--- src/hdl/bafc_pkg.sv ---
// Shared constants, register indexes, event codes and control types of the autofire controller.
package bafc_pkg;

	localparam int TIME_BITS_DEF  = 48;
	localparam int BTN_BITS       = 64;
	localparam int MS_BITS        = 16;
	localparam int PERIOD_BITS    = 27;
	localparam int PRESS_US_BITS  = 26;
	localparam int CFG_IDX_BITS   = 3;
	localparam int CFG_DATA_BITS  = 64;

	localparam int HOLD_DELAY_US    = 200000;
	localparam int RELEASE_GUARD_US = 30000;
	localparam int US_PER_MS        = 1000;

	localparam logic [MS_BITS-1:0] PRESS_MS_RST   = 16'd100;
	localparam logic [MS_BITS-1:0] RELEASE_MS_RST = 16'd100;

	typedef logic [CFG_IDX_BITS-1:0] cfg_idx_t;
	localparam cfg_idx_t REG_AUTOFIRE_MASK   = 3'd0;
	localparam cfg_idx_t REG_PRESS_MS        = 3'd1;
	localparam cfg_idx_t REG_RELEASE_MS      = 3'd2;
	localparam cfg_idx_t REG_DELAY_START     = 3'd3;
	localparam cfg_idx_t REG_RIGHT_HAND      = 3'd4;
	localparam cfg_idx_t REG_LEFT_SIDE_MASK  = 3'd5;
	localparam cfg_idx_t REG_RIGHT_SIDE_MASK = 3'd6;

	typedef logic [1:0] event_t;
	localparam event_t EV_IDLE      = 2'd0;
	localparam event_t EV_STARTING  = 2'd1;
	localparam event_t EV_EXECUTING = 2'd2;
	localparam event_t EV_FINISHING = 2'd3;

	typedef struct packed {
		logic load_in;
		logic div_start;
		logic commit;
	} bafc_cmd_t;

	typedef struct packed {
		logic active;
		logic div_done;
	} bafc_status_t;

endpackage

--- src/hdl/bafc_ctrl.sv ---
// Controller: sequences accept, period division and commit, and owns the result valid flag.
module bafc_ctrl
	import bafc_pkg::*;
	(
		input  logic         clk,
		input  logic         arst_n,
		input  logic         poll_valid,
		output logic         poll_ready,
		output logic         res_valid,
		input  logic         res_ready,
		input  bafc_status_t status,
		output bafc_cmd_t    cmd
	);

	localparam logic [1:0] ST_IDLE = 2'd0;
	localparam logic [1:0] ST_DIV  = 2'd1;
	localparam logic [1:0] ST_FIN  = 2'd2;

	logic [1:0] st_q;
	logic [1:0] st_d;
	logic       out_valid_q;
	logic       accept;
	logic       out_free;

	assign poll_ready = (st_q == ST_IDLE);
	assign accept     = poll_valid && poll_ready;
	assign out_free   = !out_valid_q || res_ready;

	always_comb begin
		st_d          = st_q;
		cmd.load_in   = 1'b0;
		cmd.div_start = 1'b0;
		cmd.commit    = 1'b0;
		unique case (st_q)
			ST_IDLE: begin
				if (accept) begin
					cmd.load_in   = 1'b1;
					cmd.div_start = status.active;
					st_d          = status.active ? ST_DIV : ST_FIN;
				end
			end
			ST_DIV: begin
				if (status.div_done) begin
					st_d = ST_FIN;
				end
			end
			ST_FIN: begin
				if (out_free) begin
					cmd.commit = 1'b1;
					st_d       = ST_IDLE;
				end
			end
			default: st_d = ST_IDLE;
		endcase
	end

	always_ff @(posedge clk or negedge arst_n) begin
		if (!arst_n) begin
			st_q        <= ST_IDLE;
			out_valid_q <= 1'b0;
		end else begin
			st_q <= st_d;
			if (cmd.commit) begin
				out_valid_q <= 1'b1;
			end else if (res_ready) begin
				out_valid_q <= 1'b0;
			end
		end
	end

	assign res_valid = out_valid_q;

`ifndef SYNTHESIS
	a_done_in_div: assert property (@(posedge clk) disable iff (!arst_n)
		status.div_done |-> (st_q == ST_DIV))
		else $error("divider finished outside the divide state");
	a_div_while_active: assert property (@(posedge clk) disable iff (!arst_n)
		(st_q == ST_DIV) |-> status.active)
		else $error("autofire state changed during the period division");
	a_idle_poll_skips_div: assert property (@(posedge clk) disable iff (!arst_n)
		(accept && !status.active) |=> (st_q == ST_FIN))
		else $error("poll without active autofire did not go straight to commit");
`endif

endmodule

--- config.mk ---
export PLATFORM = sky130hd
export DESIGN_NAME = bafc_ctrl
export DESIGN_NICKNAME = d
export VERILOG_FILES = /design/src/hdl/bafc_pkg.sv /design/src/hdl/bafc_ctrl.sv
export SDC_FILE = /design/constraint.sdc
export NUM_CORES = 1
export LEC_CHECK = 0
export BUFFER_PORTS_ARGS = -buffer_cell sky130_fd_sc_hd__buf_4
export CAP_MARGIN = 10
export CORE_AREA = 2 2 39 41
export DETAILED_ROUTE_END_ITERATION = 12
export DIE_AREA = 0 0 41 43
export MAX_ROUTING_LAYER = met4
export SLEW_MARGIN = 20
export SYNTH_ARGS = -nofsm -noshare
export SYNTH_HDL_FRONTEND = slang
export SYNTH_SLANG_ARGS = --single-unit
--- constraint.sdc ---
create_clock -name clk -period 2 [get_ports clk]
set_clock_uncertainty 0.1 [all_clocks]
set_input_delay 0.4 -clock clk [delete_from_list [all_inputs] [get_ports clk]]
set_output_delay 0.4 -clock clk [all_outputs]
set_load 0.02 [all_outputs]
# Yosys cells after proc, flatten, opt, wreduce, memory -nomap -nowiden
# Cells that the tools add are included.
[totals] in_bits=6 out_inout_bits=5 ff_bits=3
[op_classes] n_mux=11 n_eq_ne=5 reduce_logical=6
[op_table] cell="2-to-1 mux 2 bit" n=6
[op_table] cell="one-hot mux 2 bit (3 select lines)" n=1
[op_table] cell="2-to-1 mux 1 bit" n=4
[op_table] cell="!= test 2 bit, second input constant" n=2
[op_table] cell="AND reduction 3 bit" n=1
[op_table] cell="equality test 2 x 1 -> 1 bit, second input constant" n=1
[op_table] cell="equality test 2 bit, second input constant" n=1
[op_table] cell="logical NOT 2 bit" n=1
[op_table] cell="!= test 2 x 1 -> 1 bit, second input constant" n=1
[op_table] cell="nonzero test 2 bit" n=1
[op_table] cell="logical AND 1 bit" n=1
[op_table] cell="logical NOT 1 bit" n=1
[op_table] cell="logical OR 1 bit" n=1

# Longest topological paths before layout
[depth] depth_word=5 ltp_mapped=3 mapped_depth_nobuf=3

# Worst setup path after synthesis
# No wires, ideal clock.
[synth_timing] path_kind="register to output" from="register st_q[1]" to="output cmd[2] (netlist name)" required_ns=1.500 n_path_buf=0 setup_slack_ns=0.468 path_stages_with_launch=3 t_arrival_ns=1.032 cell_sequence="dfrtp_1 nor2_1 and2_1"
[synth_lines] element="from (decl)" line_no="bafc_ctrl.sv:19" rtl="logic [1:0] st_q;"
[synth_lines] element="from (signal assigned)" line_no="bafc_ctrl.sv:62" rtl="st_q <= st_d;"
[synth_lines] element="to (decl)" line_no="bafc_ctrl.sv:12" rtl="output bafc_cmd_t cmd"

==> metrics.txt <==
pin count of the biggest net entering global routing=7; Min-Delay Path Class=input pin to flop; status=finished clean; Vias=164; Setup violations, final=0; row cnt=14; #FFs+latches synth=3; Leak=0.1420 nW; Die Ht=43 um; Detail Placement HPWL=273.6 um; Final GP Congestion=0.5341; Nets=38; Core Box Area=1384 um2; Syn Inst Count=16; vias in the first global route=141; drc violations=0; layout cell share with drive strength beyond 1=48.39%; P_sw=0.1033 mW; first-pass GRT wire length=565 um; CTS tree=done; initial core utilization=11.21%; first-pass iteration count of the detailed router=2; Post-Synth XOR/XNOR Area=0%; Max Cap Viol=0; Sink Count=3; final period utilization=81.33%; DRT iter0 DRCs=2; mapped cell area=155.1 um2; total CTS buffers=3; Final min period=1.627 ns; register share of total power=29.7%; share of the synthesized area in the top cell type=48.39%; Setup TNS=0 ns; endpoint class of the critical path=output port; Detail Route Antenna Nets=0; clk buf depth=2; Yosys cell types=11; initial antenna violation count=0; GRT overflow=0; Synth Area in Compound Gates=8.871%; largest family of logic cells by synthesized area=simple AND/OR/NAND/NOR gates; full die area=1763 um2; clk_lat worst skew=0.23 ns; Post-CTS Setup Inserts=0; combinational power share=35.6%; WL/cell=7.511 um; ant diodes=0; critical setup path kind=flop to output port; Via-to-Cell Ratio=3.489; P_int=0.2041 mW; Placed Cells=42; Slew HR=86.65%; commonest cells after routing, fill and taps aside=buf_4, clkbuf_4, dfrtp_1; Min Hold Slack=0.3496 ns; Post-Synth Simple-Gate Area=33.06%; slew at the pin closest to its max-slew limit=0.2003 ns; area grow syn2layout=84.68%; CP required=1.50 ns; # H-tree levels=1; clock group share of total power=34.8%; Peak VDD IR=0.0002877 V; # IOs=11; multiplexer share of the synthesized area=9.677%; critical path fanouts, max=6; syn_nets=22; Post-Synth Adder-Cell Area=0%; clk root buf=clkbuf_4; Setup crit start kind=flop; post-synth top area cell=dfrtp_1; PD cells=1073 nW/um2; register area share after synthesis=48.39%; ranking of synthesized cells by area=dfrtp_1, mux2_4, nand2b_1; max-slew violation count=0; Clk pin slew, worst setup/hold paths=0.04 ns; RSZ-0062 raised after global routing=false; GRT Util Overall=5.870%; Die Wd=41 um; Final Hold Fails=0; Fmax=614.8 MHz; Buffers on Ports=10; final non-filler cell total=47; most common cell after layout, fill and taps aside=buf_4; sw frac=33.59%; CP arrival=1.13 ns; Ys Warns=0; Syn Area/Cell=9.697 um2; total wire length=353 um
## final cells by class
class,count,area (um2)
Fill cell,154,1097
Tap cell,16,20.02
Clock buffer,4,26.28
Sequential cell,3,75.07
Multi-Input combinational cell,13,80.08
Timing Repair Buffer,11,85.08
## cell usage after synthesis, drive strengths merged
master and instances:
dfrtp 3, nor2 3, and2 1, nand2b 2, o22ai 1, a22oi 1
nand2 2, nor2b 1, mux2 1, nor3 1
## critical path, cell delays in order, from the launching register on
cell and delay, ns:
dfrtp_1 0.43, nand2b_1 0.20, nor2b_1 0.12, buf_4 0.15
## power groups by stage
stage / clock (mW) / sequential, mW / combinational, mW
final: 0.107 / 0.0912 / 0.109
after global placement: 0 / 0.0912 / 0.108
after global routing: 0.121 / 0.0935 / 0.119
after CTS: 0.112 / 0.0915 / 0.111
after detailed placement: 0 / 0.0922 / 0.109
after floorplan: 0 / 0.0967 / 0.0541
## per-stage QoR
step                      instance area [um2]  total power, mW  worst slack (ns)  utilization [%]
after detailed placement                250.2           0.2013            0.5527            18.08
after CTS                               286.5           0.3146            0.3570            20.71
after global placement                  250.2           0.1996            0.5480            18.08
final                                   286.5           0.3074            0.3734            20.71
after global routing                    286.5           0.3334            0.3156            20.71
after floorplan                         155.1           0.1508            0.4685                -
## worst paths after layout
path                           start        end  slack, ns  cells past startpoint
min in group asynchronous     arst_n  res_valid       0.39                      2
hold reg to reg              st_q[1]    st_q[0]       0.41                      1
setup reg to reg             st_q[0]    st_q[0]       1.01                      2
max in group asynchronous     arst_n    st_q[1]       1.32                      2
hold / removal             status[0]    st_q[0]       0.35                      3
setup / recovery             st_q[0]     cmd[0]       0.37                      3
## layer usage
| metal | track usage (%) | share of wire [%] | routed length (um) | vias up |
|---|---|---|---|---|
| li1 | - | - | - | 84 |
| met1 | 6.452 | 49 | 172 | 68 |
| met2 | 5.000 | 37 | 129 | 12 |
| met3 | 4.712 | 14 | 51 | 0 |
| met4 | 8.000 | 0 | 0 | 0 |
| met5 | - | 0 | 0 | - |
## timing repair
item	4_1_cts	5_1_grt
endpoints found under the hold margin	3	0
hold buffers	1	0
resized for setup	0	0
## flip-flops by register name, indices dropped and copies added (netlist names)
name and cells:
st_q 2, res_valid 1
## logic make-up after synthesis
logic type | Yosys count
compound gates | 2
flops | 3
mux | 1
simple gates | 10
No activity file was read; power rests on OpenSTA's default activity.
