### config.mk
export PLATFORM = sky130hd
export DESIGN_NAME = bafc_dp
export DESIGN_NICKNAME = d
export VERILOG_FILES = /design/src/hdl/bafc_pkg.sv /design/src/hdl/bafc_div.sv /design/src/hdl/bafc_dp.sv
export SDC_FILE = /design/constraint.sdc
export NUM_CORES = 2
export LEC_CHECK = 0
export ABC_AREA = 0
export BUFFER_PORTS_ARGS = -buffer_cell sky130_fd_sc_hd__buf_2
export CORE_MARGIN = 5
export CORE_UTILIZATION = 62
export DETAILED_ROUTE_END_ITERATION = 10
export GPL_ROUTABILITY_DRIVEN = 0
export PLACE_DENSITY = 0.77
export SYNTH_ARGS = -nofsm -noshare
export SYNTH_HDL_FRONTEND = slang
export SYNTH_SLANG_ARGS = --single-unit
export TNS_END_PERCENT = 30
### constraint.sdc
create_clock -name clk -period 8.7 [get_ports clk]
set_clock_uncertainty 0.1 [all_clocks]
set_input_delay 0.435 -clock clk [delete_from_list [all_inputs] [get_ports clk]]
set_output_delay 0.435 -clock clk [all_outputs]
set_load 0.005 [all_outputs]
### src/hdl/bafc_pkg.sv
// Shared constants, register indexes, event codes and control types of the autofire controller.
package bafc_pkg;

	localparam int TIME_BITS_DEF  = 48;
	localparam int BTN_BITS       = 64;
	localparam int MS_BITS        = 16;
	localparam int PERIOD_BITS    = 27;
	localparam int PRESS_US_BITS  = 26;
	localparam int CFG_IDX_BITS   = 3;
	localparam int CFG_DATA_BITS  = 64;

	localparam int HOLD_DELAY_US    = 200000;
	localparam int RELEASE_GUARD_US = 30000;
	localparam int US_PER_MS        = 1000;

	localparam logic [MS_BITS-1:0] PRESS_MS_RST   = 16'd100;
	localparam logic [MS_BITS-1:0] RELEASE_MS_RST = 16'd100;

	typedef logic [CFG_IDX_BITS-1:0] cfg_idx_t;
	localparam cfg_idx_t REG_AUTOFIRE_MASK   = 3'd0;
	localparam cfg_idx_t REG_PRESS_MS        = 3'd1;
	localparam cfg_idx_t REG_RELEASE_MS      = 3'd2;
	localparam cfg_idx_t REG_DELAY_START     = 3'd3;
	localparam cfg_idx_t REG_RIGHT_HAND      = 3'd4;
	localparam cfg_idx_t REG_LEFT_SIDE_MASK  = 3'd5;
	localparam cfg_idx_t REG_RIGHT_SIDE_MASK = 3'd6;

	typedef logic [1:0] event_t;
	localparam event_t EV_IDLE      = 2'd0;
	localparam event_t EV_STARTING  = 2'd1;
	localparam event_t EV_EXECUTING = 2'd2;
	localparam event_t EV_FINISHING = 2'd3;

	typedef struct packed {
		logic load_in;
		logic div_start;
		logic commit;
	} bafc_cmd_t;

	typedef struct packed {
		logic active;
		logic div_done;
	} bafc_status_t;

endpackage

### src/hdl/bafc_div.sv
// Restoring divider, one quotient bit per cycle; only the remainder is kept.
module bafc_div
	import bafc_pkg::*;
	#(
		parameter int DVD_BITS = TIME_BITS_DEF,
		parameter int DVS_BITS = PERIOD_BITS
	) (
		input  logic                clk,
		input  logic                arst_n,
		input  logic                start,
		input  logic [DVD_BITS-1:0] dividend,
		input  logic [DVS_BITS-1:0] divisor,
		output logic                done,
		output logic [DVS_BITS-1:0] remainder
	);

	localparam int CNT_BITS = $clog2(DVD_BITS + 1);

	logic                busy_q;
	logic                done_q;
	logic [CNT_BITS-1:0] cnt_q;
	logic [DVD_BITS-1:0] dvd_q;
	logic [DVS_BITS-1:0] dvs_q;
	logic [DVS_BITS-1:0] rem_q;
	logic [DVS_BITS:0]   trial;
	logic [DVS_BITS-1:0] rem_nxt;

	always_comb begin
		trial = {rem_q, dvd_q[DVD_BITS-1]};
		if (trial >= {1'b0, dvs_q}) begin
			rem_nxt = DVS_BITS'(trial - {1'b0, dvs_q});
		end else begin
			rem_nxt = trial[DVS_BITS-1:0];
		end
	end

	always_ff @(posedge clk or negedge arst_n) begin
		if (!arst_n) begin
			busy_q <= 1'b0;
			done_q <= 1'b0;
			cnt_q  <= '0;
		end else begin
			done_q <= 1'b0;
			if (start) begin
				busy_q <= 1'b1;
				cnt_q  <= CNT_BITS'(DVD_BITS);
			end else if (busy_q) begin
				cnt_q <= cnt_q - CNT_BITS'(1);
				if (cnt_q == CNT_BITS'(1)) begin
					busy_q <= 1'b0;
					done_q <= 1'b1;
				end
			end
		end
	end

	always_ff @(posedge clk) begin
		if (start) begin
			dvd_q <= dividend;
			dvs_q <= divisor;
			rem_q <= '0;
		end else if (busy_q) begin
			dvd_q <= {dvd_q[DVD_BITS-2:0], 1'b0};
			rem_q <= rem_nxt;
		end
	end

	assign done      = done_q;
	assign remainder = rem_q;

endmodule

### src/hdl/bafc_dp.sv
// Datapath: configuration registers, autofire state, period divider and result register.
module bafc_dp
	import bafc_pkg::*;
	#(parameter int TIME_BITS = TIME_BITS_DEF) (
		input  logic                     clk,
		input  logic                     arst_n,
		input  logic                     cfg_we,
		input  cfg_idx_t                 cfg_idx,
		input  logic [CFG_DATA_BITS-1:0] cfg_wdata,
		input  logic [BTN_BITS-1:0]      pad_buttons,
		input  logic                     half_controller,
		input  logic [TIME_BITS-1:0]     now_us,
		input  bafc_cmd_t                cmd,
		output bafc_status_t             status,
		output event_t                   event_code,
		output logic [BTN_BITS-1:0]      drive_buttons,
		output logic                     drive_written
	);

	// configuration
	logic [BTN_BITS-1:0] autofire_mask_q;
	logic [MS_BITS-1:0]  press_ms_q;
	logic [MS_BITS-1:0]  release_ms_q;
	logic                delay_start_q;
	logic                right_hand_q;
	logic [BTN_BITS-1:0] left_mask_q;
	logic [BTN_BITS-1:0] right_mask_q;

	// autofire state
	logic                 active_q;
	logic                 press_phase_q;
	logic [TIME_BITS-1:0] start_us_q;
	logic [TIME_BITS-1:0] hold_start_q;
	logic                 hold_timing_q;

	// latched poll and per-poll values
	logic [BTN_BITS-1:0]      pad_q;
	logic                     half_q;
	logic [TIME_BITS-1:0]     now_q;
	logic [PRESS_US_BITS-1:0] press_us_q;
	logic                     zero_period_q;

	// result register
	event_t              code_q;
	logic [BTN_BITS-1:0] drive_q;
	logic                written_q;

	logic [MS_BITS:0]         period_ms;
	logic [PERIOD_BITS-1:0]   period_us;
	logic [TIME_BITS-1:0]     elapsed;
	logic                     div_done;
	logic [PERIOD_BITS-1:0]   div_rem;
	logic [PERIOD_BITS-1:0]   pos;
	logic [BTN_BITS-1:0]      wl;
	logic [BTN_BITS-1:0]      auto_set;
	logic [BTN_BITS-1:0]      normal_set;
	logic [TIME_BITS-1:0]     hold_base;
	logic [TIME_BITS-1:0]     held;
	logic                     finish;
	logic                     phase_now;

	logic                 active_d;
	logic                 press_phase_d;
	logic [TIME_BITS-1:0] start_us_d;
	logic [TIME_BITS-1:0] hold_start_d;
	logic                 hold_timing_d;
	event_t               code_d;
	logic [BTN_BITS-1:0]  drive_d;
	logic                 written_d;

	assign period_ms = {1'b0, press_ms_q} + {1'b0, release_ms_q};
	assign period_us = PERIOD_BITS'(period_ms) * PERIOD_BITS'(US_PER_MS);
	assign elapsed   = now_us - start_us_q;

	bafc_div #(
		.DVD_BITS (TIME_BITS),
		.DVS_BITS (PERIOD_BITS)
	) u_div (
		.clk       (clk),
		.arst_n    (arst_n),
		.start     (cmd.div_start),
		.dividend  (elapsed),
		.divisor   (period_us),
		.done      (div_done),
		.remainder (div_rem)
	);

	always_ff @(posedge clk or negedge arst_n) begin
		if (!arst_n) begin
			autofire_mask_q <= '0;
			press_ms_q      <= PRESS_MS_RST;
			release_ms_q    <= RELEASE_MS_RST;
			delay_start_q   <= 1'b1;
			right_hand_q    <= 1'b1;
			left_mask_q     <= '0;
			right_mask_q    <= '0;
		end else if (cfg_we) begin
			unique case (cfg_idx)
				REG_AUTOFIRE_MASK:   autofire_mask_q <= cfg_wdata[BTN_BITS-1:0];
				REG_PRESS_MS:        press_ms_q      <= cfg_wdata[MS_BITS-1:0];
				REG_RELEASE_MS:      release_ms_q    <= cfg_wdata[MS_BITS-1:0];
				REG_DELAY_START:     delay_start_q   <= cfg_wdata[0];
				REG_RIGHT_HAND:      right_hand_q    <= cfg_wdata[0];
				REG_LEFT_SIDE_MASK:  left_mask_q     <= cfg_wdata[BTN_BITS-1:0];
				REG_RIGHT_SIDE_MASK: right_mask_q    <= cfg_wdata[BTN_BITS-1:0];
				default: ;
			endcase
		end
	end

	always_ff @(posedge clk) begin
		if (cmd.load_in) begin
			pad_q         <= pad_buttons;
			half_q        <= half_controller;
			now_q         <= now_us;
			press_us_q    <= PRESS_US_BITS'(press_ms_q) * PRESS_US_BITS'(US_PER_MS);
			zero_period_q <= (period_ms == '0);
		end
	end

	// evaluate one poll from the latched fields and the period position
	always_comb begin
		wl         = autofire_mask_q;
		if (half_q) begin
			wl = wl & (right_hand_q ? right_mask_q : left_mask_q);
		end
		auto_set   = pad_q & wl;
		normal_set = pad_q & ~wl;
		pos        = zero_period_q ? '0 : div_rem;
		phase_now  = {1'b0, pos} < {1'b0, PERIOD_BITS'(press_us_q)};
		finish     = press_phase_q && (pos >= PERIOD_BITS'(RELEASE_GUARD_US))
			&& (auto_set == '0);
		hold_base  = hold_timing_q ? hold_start_q : now_q;
		held       = now_q - hold_base;

		active_d      = active_q;
		press_phase_d = press_phase_q;
		start_us_d    = start_us_q;
		hold_start_d  = hold_start_q;
		hold_timing_d = hold_timing_q;
		code_d        = EV_IDLE;
		drive_d       = pad_q;
		written_d     = 1'b0;

		if (active_q) begin
			written_d = 1'b1;
			if (finish) begin
				code_d        = EV_FINISHING;
				active_d      = 1'b0;
				press_phase_d = 1'b0;
				start_us_d    = '0;
				hold_start_d  = '0;
				hold_timing_d = 1'b0;
			end else begin
				code_d        = EV_EXECUTING;
				press_phase_d = phase_now;
				drive_d       = phase_now ? (normal_set | auto_set) : normal_set;
			end
		end else if (auto_set != '0) begin
			if (delay_start_q && (held < TIME_BITS'(HOLD_DELAY_US))) begin
				hold_start_d  = hold_base;
				hold_timing_d = 1'b1;
			end else begin
				code_d        = EV_STARTING;
				hold_timing_d = 1'b0;
				hold_start_d  = '0;
				active_d      = 1'b1;
				press_phase_d = 1'b1;
				start_us_d    = now_q;
			end
		end else begin
			hold_timing_d = 1'b0;
			hold_start_d  = '0;
		end
	end

	always_ff @(posedge clk or negedge arst_n) begin
		if (!arst_n) begin
			active_q      <= 1'b0;
			press_phase_q <= 1'b0;
			start_us_q    <= '0;
			hold_start_q  <= '0;
			hold_timing_q <= 1'b0;
		end else if (cmd.commit) begin
			active_q      <= active_d;
			press_phase_q <= press_phase_d;
			start_us_q    <= start_us_d;
			hold_start_q  <= hold_start_d;
			hold_timing_q <= hold_timing_d;
		end
	end

	always_ff @(posedge clk) begin
		if (cmd.commit) begin
			code_q    <= code_d;
			drive_q   <= drive_d;
			written_q <= written_d;
		end
	end

	assign status.active   = active_q;
	assign status.div_done = div_done;
	assign event_code      = code_q;
	assign drive_buttons   = drive_q;
	assign drive_written   = written_q;

`ifndef SYNTHESIS
	a_no_hold_while_active: assert property (@(posedge clk) disable iff (!arst_n)
		!(active_q && hold_timing_q))
		else $error("hold timer running while autofire is active");
	a_phase_needs_active: assert property (@(posedge clk) disable iff (!arst_n)
		press_phase_q |-> active_q)
		else $error("press phase set without autofire active");
	a_start_in_press: assert property (@(posedge clk) disable iff (!arst_n)
		$rose(active_q) |-> press_phase_q)
		else $error("autofire started outside a press phase");
`endif

endmodule

### Word level (Yosys, flattened, before mapping)

Index checks and enable logic that the tools add are counted.

* bits in read-only memories: 0
* memories kept: 0
* bits in writable memories: 0
* input port bits: 186
* register bits: 636
* latch bits: 0

* $lt $le $gt $ge: 4
* reductions and logical operators: 19
* add/subtract/negate cells: 5
* equality and inequality tests: 9
* bitwise operators: 5
* muxes and demuxes: 42
* multipliers: 2
* shifts and indexed selects: 0
* div/mod/pow operators: 0

Operator list (count)
* 2-to-1 mux 48 bit: 10
* 2-to-1 mux 64 bit: 5
* AND 64 bit: 3
* subtractor 48 bit: 2
* zero test 64 bit: 1
* NOT 64 bit: 1
* OR 64 bit: 1
* nonzero test 64 bit: 1
* 2-to-1 mux 27 bit: 2
* < comparator 48 x 18 -> 1 bit, second input constant: 1
* >= comparator 28 x 27 -> 1 bit: 1
* >= comparator 27 x 15 -> 1 bit, second input constant: 1
* < comparator 27 x 26 -> 1 bit: 1
* subtractor 27 bit: 1
* multiplier 17 x 7 -> 24 bit, second input constant: 1
* multiplier 16 x 7 -> 23 bit, second input constant: 1
* 2-to-1 mux 1 bit: 22
* adder 16 x 16 -> 17 bit: 1
* zero test 17 bit: 1
* AND reduction 2 bit: 8
* 2-to-1 mux 6 bit: 2
* == test 3 bit, second input constant: 3
* == test 3 x 2 -> 1 bit, second input constant: 2
* == test 6 x 1 -> 1 bit, second input constant: 1
* other kinds (10): 13

### Depth between registers and ports, before layout

* depth after elaboration: 9
* gate-level depth with buffers: 30
* depth with buffers taken out: 30

### Cells and area by module

Synthesis repeated with hierarchy kept, for this count alone.

* cell total of the unflattened synthesis: 3364
* area, all modules: 38580.8 µm²

Modules (own cells, without submodules)
* bafc_dp: area an instance 32645.1 µm², cells each 2839, times used 1
* bafc_div: area an instance 5935.7 µm², cells each 525, times used 1

### Worst setup path before layout

Ideal clock, no wire load.

* kind: reg-to-reg
* from: register press_ms_q[0]
* to: register u_div.dvs_q[26], data pin
* library setup time: 260 ps
* clock period less this slack: 6608 ps
* setup slack: 2092 ps
* cell stages (with the launch flop): 29
* data arrival time: 6249 ps
* cells stage by stage: dfrtp_1 ha_1 fa_1 a21o_1 a21oi_1 o21bai_1 a21oi_1 o21bai_1 a21oi_1 nor2b_1 nor3_1 o21ai_0 a31o_2 a21oi_1 xnor2_1 ha_1 inv_1 fa_1 fa_1 fa_1 inv_1 ha_1 nand3_1 a211oi_1 nor2_1 a21oi_1 a21o_1 a21oi_1 xnor2_1

* cells in the longest elaborated chain, start to end: 2

Ends and longest elaborated chain
* from (decl): RTL line bafc_dp.sv:22 `logic [MS_BITS-1:0] press_ms_q;`
* from (signal assigned): RTL line bafc_dp.sv:100 `REG_PRESS_MS: press_ms_q <= cfg_wdata[MS_BITS-1:0];`
* adder 16 x 16 -> 17 bit: RTL line bafc_dp.sv:71 `assign period_ms = {1'b0, press_ms_q} + {1'b0, release_ms_q};`
* multiplier 17 x 7 -> 24 bit: RTL line bafc_dp.sv:72 `assign period_us = PERIOD_BITS'(period_ms) * PERIOD_BITS'(US_PER_MS);`
* net period_us[26]: RTL line bafc_dp.sv:49 `logic [PERIOD_BITS-1:0] period_us;`
* to (signal assigned): RTL line bafc_div.sv:60 `dvs_q <= divisor;`
* to (decl): RTL line bafc_div.sv:23 `logic [DVS_BITS-1:0] dvs_q;`

The timed path passes the listed nets, and every way through them passes these cells.
A chain may end at the register's enable or synchronous reset.

### Final worst setup path

* from: register press_ms_q[0]
* to: register u_div.dvs_q[25], data pin

Same word-level chain as after synthesis.

==> results.py <==
metrics = {
    "drt": {
        "drc_errors": 0,
        "wl_per_cell_um": 21.7,
        "vias": 29100,
        "drt_wl_total_mm": 102,
        "first_pass_iters": 6,
        "drtIter0Drc": 2712,
        "drt-vias-per-instance": 6.17,
        "detail-route-antenna-nets": 0,
    },
    "global_route": {
        "grt_pass1_wl_mm": 164,
        "grt_overflow": 0,
        "grt_start_max_net_pins": 115,
        "grt_usage_pct": 30.1,
        "grt_pass1_vias": 30500,
        "antenna_found_initial": 14,
    },
    "run_status": {
        "outcome": "completed",
    },
    "final_layout": {
        "fin_nets": 4375,
        "synthToLayoutAreaGrowth_pct": 15.6,
        "fillers": 4140,
        "utilization_pct": 72.3,
        "final_cell_mix": "324 x dfrtp_1, 276 x inv_1, 275 x edfxtp_1, 265 x ha_1, 258 x mux2_2",
        "final_common_cell": "dfrtp_1",
        "drive_gt1_share_pct": 17.6,
    },
    "setup_path": {
        "timing.critical_path.mode_cell": "a21oi_1",
        "crit_fanout": 8,
        "critPathSlowestCell": "a21oi_1",
        "worstPathRequired_ns": 8.95,
        "path_delay_family": "compound AO/OA/AOI/OAI gates",
        "critPathArrivalTime_ns": 7.71,
        "worstSetupEndpointType": "flop",
        "critical_path_buf_inv_count": 2,
        "critPathLaunchType": "flop",
        "worst_path_largest_cell_delay_ns": 0.57,
        "critical_path_class": "reg2reg",
    },
    "sta": {
        "drv_slew": 0,
        "min_period_ns": 7.47,
        "hold_slack_ns": 0.0272,
        "setup_tns_ns": 0,
        "timing.final.crit_share_pct": 85.8,
        "setup_viol": 0,
        "worstMarginPinSlew_ns": 1.16,
        "rsz0062_at_grt": "false",
        "max_freq_mhz": 134,
        "max-slew-margin-rel_pct": 21.9,
        "fin_ws_ns": 1.23,
        "hold_violations": 0,
    },
    "clocking": {
        "ctsHtreeMaxLevel": 3,
        "clock-sinks": 635,
        "numCtsBuffers": 69,
        "cts_tree": "built",
        "clk_latency_ns": 0.64,
        "clkTransAtPathRegs_ns": 0.06,
        "cts.repair.resized": 0,
        "postCtsSetupBuffers": 0,
        "clockRootBuffer": "clkbuf_16",
        "hold_buffers": 166,
        "clockBufferDepth": 3,
    },
    "placed_design": {
        "port_buffers": 254,
        "hpwl_mm": 70.3,
        "dp_slack_ns": 1.32,
    },
    "floorplanning": {
        "die_width_um": 259,
        "io_pins": 255,
        "start_util_pct": 62.5,
        "dieArea_um2": 67300,
        "rows": 91,
        "die_h_um": 259,
        "coreArea_um2": 61700,
    },
    "synth": {
        "synth_top_area_cell": "edfxtp_1",
        "synthArstFlopShare_pct": 52.4,
        "synth_edf_count": 275,
        "synth_compound_area_share_pct": 14.7,
        "synth_xor_area_share_pct": 3.43,
        "synthMuxAreaShare_pct": 11.1,
        "ys_seq_area_share_pct": 44.4,
        "syn_inst": 3445,
        "synth_top_family_by_area": "compound AO/OA/AOI/OAI gates",
        "ys_seq_elements": 635,
        "yosys.area.top_type_share_pct": 21.4,
        "synthTopCellsByArea": "edfxtp_1 21%, dfrtp_1 21%, ha_1 8.6%",
        "ys.warnings.count": 0,
        "synth_cell_type_count": 80,
        "syn_nets": 3999,
        "yosys.area_share.adder_pct": 13.9,
        "synth_top_flop_cell": "dfrtp_1",
        "synth-simple-area-share_pct": 8.22,
        "syn_area_um2": 38600,
        "syn_avg_cell_area_um2": 11.2,
    },
    "min_path": {
        "worstHoldPathType": "in2reg",
    },
    "run": {
        "drv_cap": 0,
    },
}
## kinds of logic after synthesis
kind of cell	after synthesis
AOI/OAI and AO/OA	850
DFF	635
and+or+nand+nor	626
buffers and inverters	418
muxes	397
adders and majority gates	368
xor gates and xnor gates	151
## layer usage
metal  wire length, µm  share of wire (%)  up-vias  track usage [%]
met5                96              0.094        -                0
met1             40900                 40    14400             38.3
met3              6600                6.4      322             5.37
li1                  -                  -    13200                -
met4              4270                4.2       16             11.9
met2             50600                 49     1240             51.5
## worst paths after layout
kind	start	endpoint	slack, ns	cells after the start
setup / recovery	press_ms_q[0]	u_div.dvs_q[25]	1.23	28
hold / removal	cfg_wdata[9]	autofire_mask_q[9]	0.03	2
setup reg to reg	press_ms_q[0]	u_div.dvs_q[25]	1.23	28
hold reg to reg	hold_start_q[41]	hold_start_q[41]	0.38	1
max in group asynchronous	arst_n	release_ms_q[14]	6.33	3
min in group asynchronous	arst_n	start_us_q[7]	0.37	2
## state kept, by name, summed over array words and instances (netlist names), 48 cells and up
name / count
autofire_mask_q: 64
drive_buttons: 64
left_mask_q: 64
pad_q: 64
right_mask_q: 64
hold_start_q: 48
now_q: 48
start_us_q: 48
u_div.dvd_q: 48
## cell usage after synthesis, types with 13 or more instances
cell      count
mux2_2      258
o21a_1       27
buf_2        23
and3_1       15
nand3_1      51
a21oi_1     156
xnor2_1     104
mux2i_1     139
a21boi_0    128
ha_1        265
o21ai_0     140
nand4_1      44
nor2b_1      88
nand2_1     129
fa_1        103
a21o_1      123
inv_1       277
o31ai_1      14
dfrtp_1     325
dfxtp_1      27
a22oi_1      35
clkbuf_1     94
nor3_1       52
a31oi_1      21
nor2_1      155
edfxtp_1    275
o21ai_1      15
or2_2        13
buf_1        18
o21bai_1     21
xor2_1       47
nand2b_1     24
o211ai_1     62
a211oi_1     41
## metrics by stage
| step | std cells | cell area, µm² |
|---|---|---|
| after floorplan | 3445 | 38600 |
| after global placement | 4421 | 40600 |
| after detailed placement | 4421 | 40600 |
| after CTS | 4715 | 44600 |
| after global routing | 4720 | 44600 |
| final | 4723 | 44600 |
## area by class of cell
cell class,instances,area [µm²],area share [%]
antenna,8,20.0,0.0449
clock buffer,106,2040,4.57
clock inverter,22,297,0.665
inverter,278,1040,2.34
multi-input combinational,2392,19900,44.5
sequential,635,17100,38.4
tap,837,1050,2.35
timing repair buffer,445,3140,7.04
Power is not shown: default switching activity piles up to over one toggle a cycle in this logic, so the estimate is an artifact.
